[src/hdl/csds_pkg.sv]
package csds_pkg;

   localparam int CYL_W       = 16;
   localparam int DIST_W      = 18;
   localparam int TOTAL_W     = 23;
   localparam int REQ_TDATA_W = 32;
   localparam int RSP_TDATA_W = 64;

   localparam logic [CYL_W-1:0] MAX_CYL_RESET = 16'd199;

   typedef logic [CYL_W-1:0] cyl_type;

   typedef enum logic [1:0] {
      S_LOAD,
      S_SCAN,
      S_WRAP
   } state_type;

   typedef struct packed {
      logic insert;
      logic shift;
   } cell_cmd_type;

   function automatic cyl_type clamp_cyl(input cyl_type value, input cyl_type top);
      return (value > top) ? top : value;
   endfunction

endpackage

[src/hdl/csds_cell.sv]
module csds_cell (
   input  logic                     clock,
   input  csds_pkg::cell_cmd_type   cmd,
   input  csds_pkg::cyl_type        ins_value,
   input  csds_pkg::cyl_type        left_value,
   input  logic                     left_gt,
   input  csds_pkg::cyl_type        right_value,
   input  logic                     own_valid,
   input  logic                     at_tail,
   output csds_pkg::cyl_type        value,
   output logic                     gt
);

   csds_pkg::cyl_type value_ff;
   csds_pkg::cyl_type value_in;

   assign value = value_ff;
   assign gt    = own_valid && (value_ff > ins_value);

   always_comb begin
      value_in = value_ff;
      if (cmd.insert) begin
         if (left_gt) begin
            value_in = left_value;
         end else if (gt || at_tail) begin
            value_in = ins_value;
         end
      end else if (cmd.shift) begin
         value_in = at_tail ? ins_value : right_value;
      end
   end

   always_ff @(posedge clock) begin
      value_ff <= value_in;
   end

endmodule

[config.mk]
export PLATFORM = sky130hd
export DESIGN_NAME = csds_cell
export DESIGN_NICKNAME = d
export VERILOG_FILES = /design/src/hdl/csds_pkg.sv /design/src/hdl/csds_cell.sv
export SDC_FILE = /design/constraint.sdc
export NUM_CORES = 1
export LEC_CHECK = 0
export BUFFER_PORTS_ARGS = -buffer_cell sky130_fd_sc_hd__buf_2
export CAP_MARGIN = 30
export CORE_AREA = 5 5 76 57
export CTS_BUF_LIST = sky130_fd_sc_hd__clkbuf_2 sky130_fd_sc_hd__clkbuf_4 sky130_fd_sc_hd__clkbuf_8
export CTS_CLUSTER_DIAMETER = 50
export DETAILED_ROUTE_END_ITERATION = 10
export DIE_AREA = 0 0 81 62
export PLACE_DENSITY = 0.67
export SKIP_CTS_REPAIR_TIMING = 1
export SKIP_LAST_GASP = 1
export SLEW_MARGIN = 20
export SYNTH_ARGS = -nofsm -noshare
export SYNTH_HDL_FRONTEND = slang
export SYNTH_SLANG_ARGS = --single-unit
[constraint.sdc]
create_clock -name clock -period 6.3 [get_ports clock]
set_input_delay 0.315 -clock clock [delete_from_list [all_inputs] [get_ports clock]]
set_output_delay 0.315 -clock clock [all_outputs]
set_load 0.05 [all_outputs]
==> results of run 1 <==
## layout by cell type, fill, tap and decap left out, drive strengths merged
master / n
a2111oi: 1
a211oi: 9
a21o: 4
a21oi: 15
a31oi: 8
buf: 70
clkbuf: 3
clkinv: 1
edfxtp: 16
ha: 16
inv: 16
mux2i: 9
nand2: 5
nand4: 3
nor2: 4
nor2b: 10
nor3: 1
o211ai: 1
o21ai: 2
o22ai: 7
or2: 1
or4: 1
## kinds of logic (layout without fill, tap and decap cells)
kind of cell	count (synthesis)	after routing
AND/OR/NAND/NOR	25	25
flip-flops	16	16
AO/OA/AOI/OAI	47	47
multiplexers	9	9
buffers and inverters	24	90
adder cells (fa/ha/maj)	16	16
## metrics by stage
stage	total power (W)	worst slack, ns
6_report	0.0003586	3.620
4_1_cts	0.0003614	3.580
5_1_grt	0.0003782	3.449
3_5_place_dp	0.0002819	3.560
2_1_floorplan	0.0002386	2.758
3_3_place_gp	0.0002807	3.624
## area by class of cell
class                      count  area share
sequential                    16      0.2785
clock inverter                 1    0.002175
clock buffer                   3     0.02393
multi-input combinational     97      0.4213
timing repair buffer          70      0.2030
tap                           50     0.03626
inverter                      16     0.03481
## worst max-delay path, stage by stage (launching register included)
cell	delay, ns
edfxtp_1	0.40
ha_1	0.34
nand4_2	0.15
or4_4	0.51
a21o_1	0.16
a31oi_1	0.18
a21o_1	0.57
## worst min path at each step
stage | endpoint | cells after the start
floorplan | value[10] | 2
global placement | value[12] | 3
detailed placement | value[12] | 3
CTS | value[12] | 3
global route | value[12] | 3
finish | value[12] | 3
## power breakdown
part	switching (W)	total [W]	leakage [nW]	internal, W
Clock	0.0000363	0.0000795	0.0231	0.0000432
Combinational	0.0000925	0.000139	0.665	0.0000465
Sequential	0.00000675	0.000140	0.159	0.000133
Total	0.000136	0.000359	0.848	0.000223
## metal layers
| metal | global-route usage | up-vias | share of wire |
|---|---|---|---|
| met3 | 0.04035 | 4 | 0.061 |
| li1 | - | 652 | - |
| met1 | 0.2089 | 529 | 0.50 |
| met5 | 0 | - | 0 |
| met2 | 0.2129 | 35 | 0.42 |
| met4 | 0.05060 | 0 | 0.016 |
==> impl_metrics.yaml, run 1 <==
status:
  outcome: "finished, final reports clean"
cts:
  clk_pin_slew_ns: 0.06
  cts_buffers: 3
  clk_latency_ns: 0.25
  clock_path_buffers: 2
  clock_sinks: 16
  ctsRootBufferMaster: "clkbuf_8"
  cts_max_level: 1
  tritoncts: "yes"
sta:
  tns_ns: 0
  rsz0062_at_grt: "no"
  hold_violations: 0
  fmax_ghz: 0.3732
  worstMarginPinSlew_ns: 0.6564
  skew_ns: 0.002715
  period_minus_slack_ns: 2.680
  slew_headroom: 0.5624
  holdWs_ns: 0.4209
  setup_violations: 0
  period_share: 0.4254
  report.final.slew_viol_count: 0
worst_hold_path:
  hp-start: "ins_value[12]"
  hp-class: "in -> reg"
synthesis:
  synth_common_cells: "16 x edfxtp_1, 16 x ha_1, 16 x inv_1"
  yosysTopAreaCell: "edfxtp_1"
  ys.flop_type: "edfxtp_1"
  async_flop_share: 0
  netlist_area_sq_um: 1299
  synth_nets: 207
  ys_top_cells_by_area: "edfxtp_1 37%, ha_1 15%, mux2i_1 6.9%"
  ys_seq_area_frac: 0.3699
  syn_inst: 137
  ys_seq_elements: 16
  synth_xor_area_frac: 0
  synth_top_area_share: 0.3699
  yosysWarnings: 0
  muxShareOfSynthArea: 0.06936
  synth_edf_count: 16
  synth.avg_cell_area_sq_um: 9.480
  synthDistinctLibCells: 22
  synth_compound_gate_area_share: 0.2254
  synth_top_family_by_area: "compound AO/OA/AOI/OAI gates"
  synth_fa_ha_area_frac: 0.1541
  synthSimpleGateAreaFrac: 0.1108
die:
  num_rows: 18
  fp.dieW_um: 81
  die_h_um: 62
  start_util: 0.3745
  core_sq_um: 3468
  fp.dieArea_sq_um: 5022
  io_pins: 71
layout:
  multi_input_area_sq_um: 726.9
  final_area_sq_um: 1725
  antennaDiodeCount: 0
  fillers: 346
  syn2layout_area_growth_pct: 32.85
  drive_gt1_frac: 0.3744
  fin_util: 0.4975
  seqCellArea_sq_um: 480.5
  largest_reg_flops: 16
  layout.nets: 274
  fin_cells: 253
grt:
  track_usage: 0.1461
  grt_pass1_wl_mm: 5.457
  grt_overflow: 0
  grt_max_degree: 24
  grt_pass1_vias: 1112
  grt_antenna_before_repair: 0
critical_path:
  cp-start-kind: "flop"
  crit_fanout: 16
  crit_path_end: "value[7]"
  required_ns: 6.18
  r2r_end: "value[7]"
  worstReg2RegStart: "value[14]"
  startpoint: "value[14]"
  rr_worst_depth: 6
  critPathKind: "reg -> reg"
  end_kind: "flop"
  worstPathArrival_ns: 2.56
  r2r_slack_ns: 3.62
placement:
  dp_hpwl_mm: 2.904
  dpl_cell_area_sq_um: 1680
  gp_congestion: 0.7217
  port_buffers: 70
  place_inst: 249
detailed_routing:
  via_per_inst: 4.822
  totalWireLength_mm: 3.516
  wl_per_cell_um: 13.90
  drc_errors: 0
  drt-pass1-iter-count: 4
  num_vias: 1220
  ant_nets: 0
  drt_iter0_markers: 46
power:
  power_density_nw_per_um2: 207.8
  p_leak_nw: 0.8478
  vdd_drop_max_mv: 0.09100
run:
  drv_cap: 0
Note: power is estimated with default switching activity, not from simulation.
==> inputs of run 2 (changes only) <==
- PLACE_DENSITY: 0.67 -> 0.7
- clock period: 6.3 -> 2.2 ns (I/O delays scaled with it)
==> impl_metrics.yaml, run 2 (synthesis results as in run 1) <==
layout:
  final_common_cell: "buf_2"
  antennaDiodeCount: 0
  fillers: 335
  drive_gt1_frac: 0.4491
  layout.nets: 287
  layout_common_cells: "69 x buf_2, 16 x inv_1, 16 x edfxtp_1"
  largest_reg_flops: 16
  syn2layout_area_growth_pct: 50.67
cts:
  clk_latency_ns: 0.25
  clock_sinks: 16
  cts_max_level: 1
  clk_pin_slew_ns: 0.06
  cts_buffers: 3
  ctsRootBufferMaster: "clkbuf_8"
  tritoncts: "yes"
  clock_path_buffers: 2
detailed_routing:
  ant_nets: 0
  via_per_inst: 4.850
  wl_per_cell_um: 13.53
  num_vias: 1290
  drc_errors: 0
  drt_iter0_markers: 54
  totalWireLength_mm: 3.600
  drt-pass1-iter-count: 4
power:
  p_leak_nw: 0.9185
  design_power_total_w: 0.001117
  power_density_nw_per_um2: 570.7
  vdd_drop_max_mv: 0.2687
grt:
  grt_overflow: 0
  grt_pass1_vias: 1249
  grt_pass1_wl_mm: 5.623
  track_usage: 0.1470
  grt_max_degree: 24
  grt_antenna_before_repair: 0
sta:
  timing.final.ws_setup_ns: -0.1152
  skew_ns: 0.002885
  setup_violations: 17
  period_share: 1.052
  rsz0062_at_grt: "yes"
  slew_headroom: 0.7035
  fmax_ghz: 0.4319
  report.final.slew_viol_count: 0
  hold_violations: 0
  worstMarginPinSlew_ns: 0.4437
  period_minus_slack_ns: 2.315
placement:
  port_buffers: 70
  dp_hpwl_mm: 2.852
  place_ws_ns: -0.07250
  gp_congestion: 0.7550
critical_path:
  cpLargestDelayFamily: "simple AND/OR/NAND/NOR gates"
  required_ns: 2.16
  end_kind: "flop"
  startpoint: "value[15]"
  slowest_stage: "or4_4"
  worstReg2RegStart: "value[15]"
  cp-start-kind: "flop"
  slowest_delay_ns: 0.49
  cp.buffers_inverters: 1
  r2r_end: "value[7]"
  rr_worst_depth: 7
  path_cells: "ha_4 > nand4_4 > or4_4 > a21o_1 > a31oi_4 > buf_4 > a21o_4"
  r2r_slack_ns: -0.12
  crit_path_end: "value[7]"
  crit_fanout: 8
  worstPathArrival_ns: 2.27
  critPathKind: "reg -> reg"
  cp.depth: 7
die:
  start_util: 0.3745
  fp.dieW_um: 81
  core_sq_um: 3468
  fp.dieArea_sq_um: 5022
  die_h_um: 62
  num_rows: 18
  io_pins: 71
status:
  violations: "setup timing"
  outcome: "complete, but fails checks"
worst_hold_path:
  hp-class: "in -> reg"
  hold_depth: 3
run:
  drv_cap: 0
-- run 2: cell count changes in the layout (fill, tap and decap cells not counted), sizes merged --
cell	change
buf	+12
a21o	+1
-- run 2: tightest hold or removal path: stages --
cell,delay (ns)
buf_2,0.08
inv_1,0.05
a31oi_1,0.12
-- run 2: cell type report --
cell class	instances	area, sq um	share of cell area
Clock buffer	3	41.29	0.02110
Tap cell	50	62.56	0.03197
Clock inverter	1	3.754	0.001918
Timing Repair Buffer	82	454.2	0.2321
Sequential cell	16	480.5	0.2455
Inverter	16	60.06	0.03069
Multi-Input combinational cell	98	854.6	0.4367
-- run 2: report_power, final --
| part | switching, W | internal, W |
|---|---|---|
| clock network | 0.000101 | 0.000124 |
| registers | 0.0000232 | 0.000382 |
| logic | 0.000289 | 0.000198 |
-- run 2: how the worst min path moves through the flow --
| stage | startpoint | end | slack (ns) |
|---|---|---|---|
| 3_5_place_dp | ins_value[10] | value[10] | 0.48 |
| 5_1_grt | left_value[3] | value[3] | 0.25 |
| 6_report | ins_value[10] | value[10] | 0.22 |
| 3_3_place_gp | ins_value[11] | value[11] | 0.48 |
| 2_1_floorplan | ins_value[10] | value[10] | 0.36 |
| 4_1_cts | ins_value[10] | value[10] | 0.22 |
-- run 2: routing by layer --
layer / global-route usage / up-vias / part of all wire
met2: 0.2433 / 40 / 0.44
met3: 0.03746 / 2 / 0.068
met5: 0 / - / 0
met1: 0.1952 / 572 / 0.48
li1: - / 676 / -
met4: 0.03614 / 0 / 0.0081
-- run 2: through the flow --
stage	util	hold WS [ns]	cell area (sq um)	cells	TNS (ns)
6_report	0.5642	0.2238	1957	266	-1.858
4_1_cts	0.5386	0.2188	1868	262	-1.575
5_1_grt	0.5642	0.2464	1957	266	-3.268
2_1_floorplan	-	0.3603	1374	137	-9.141
3_5_place_dp	0.5256	0.4766	1823	258	-1.154
3_3_place_gp	0.5256	0.4772	1823	258	-0.7861
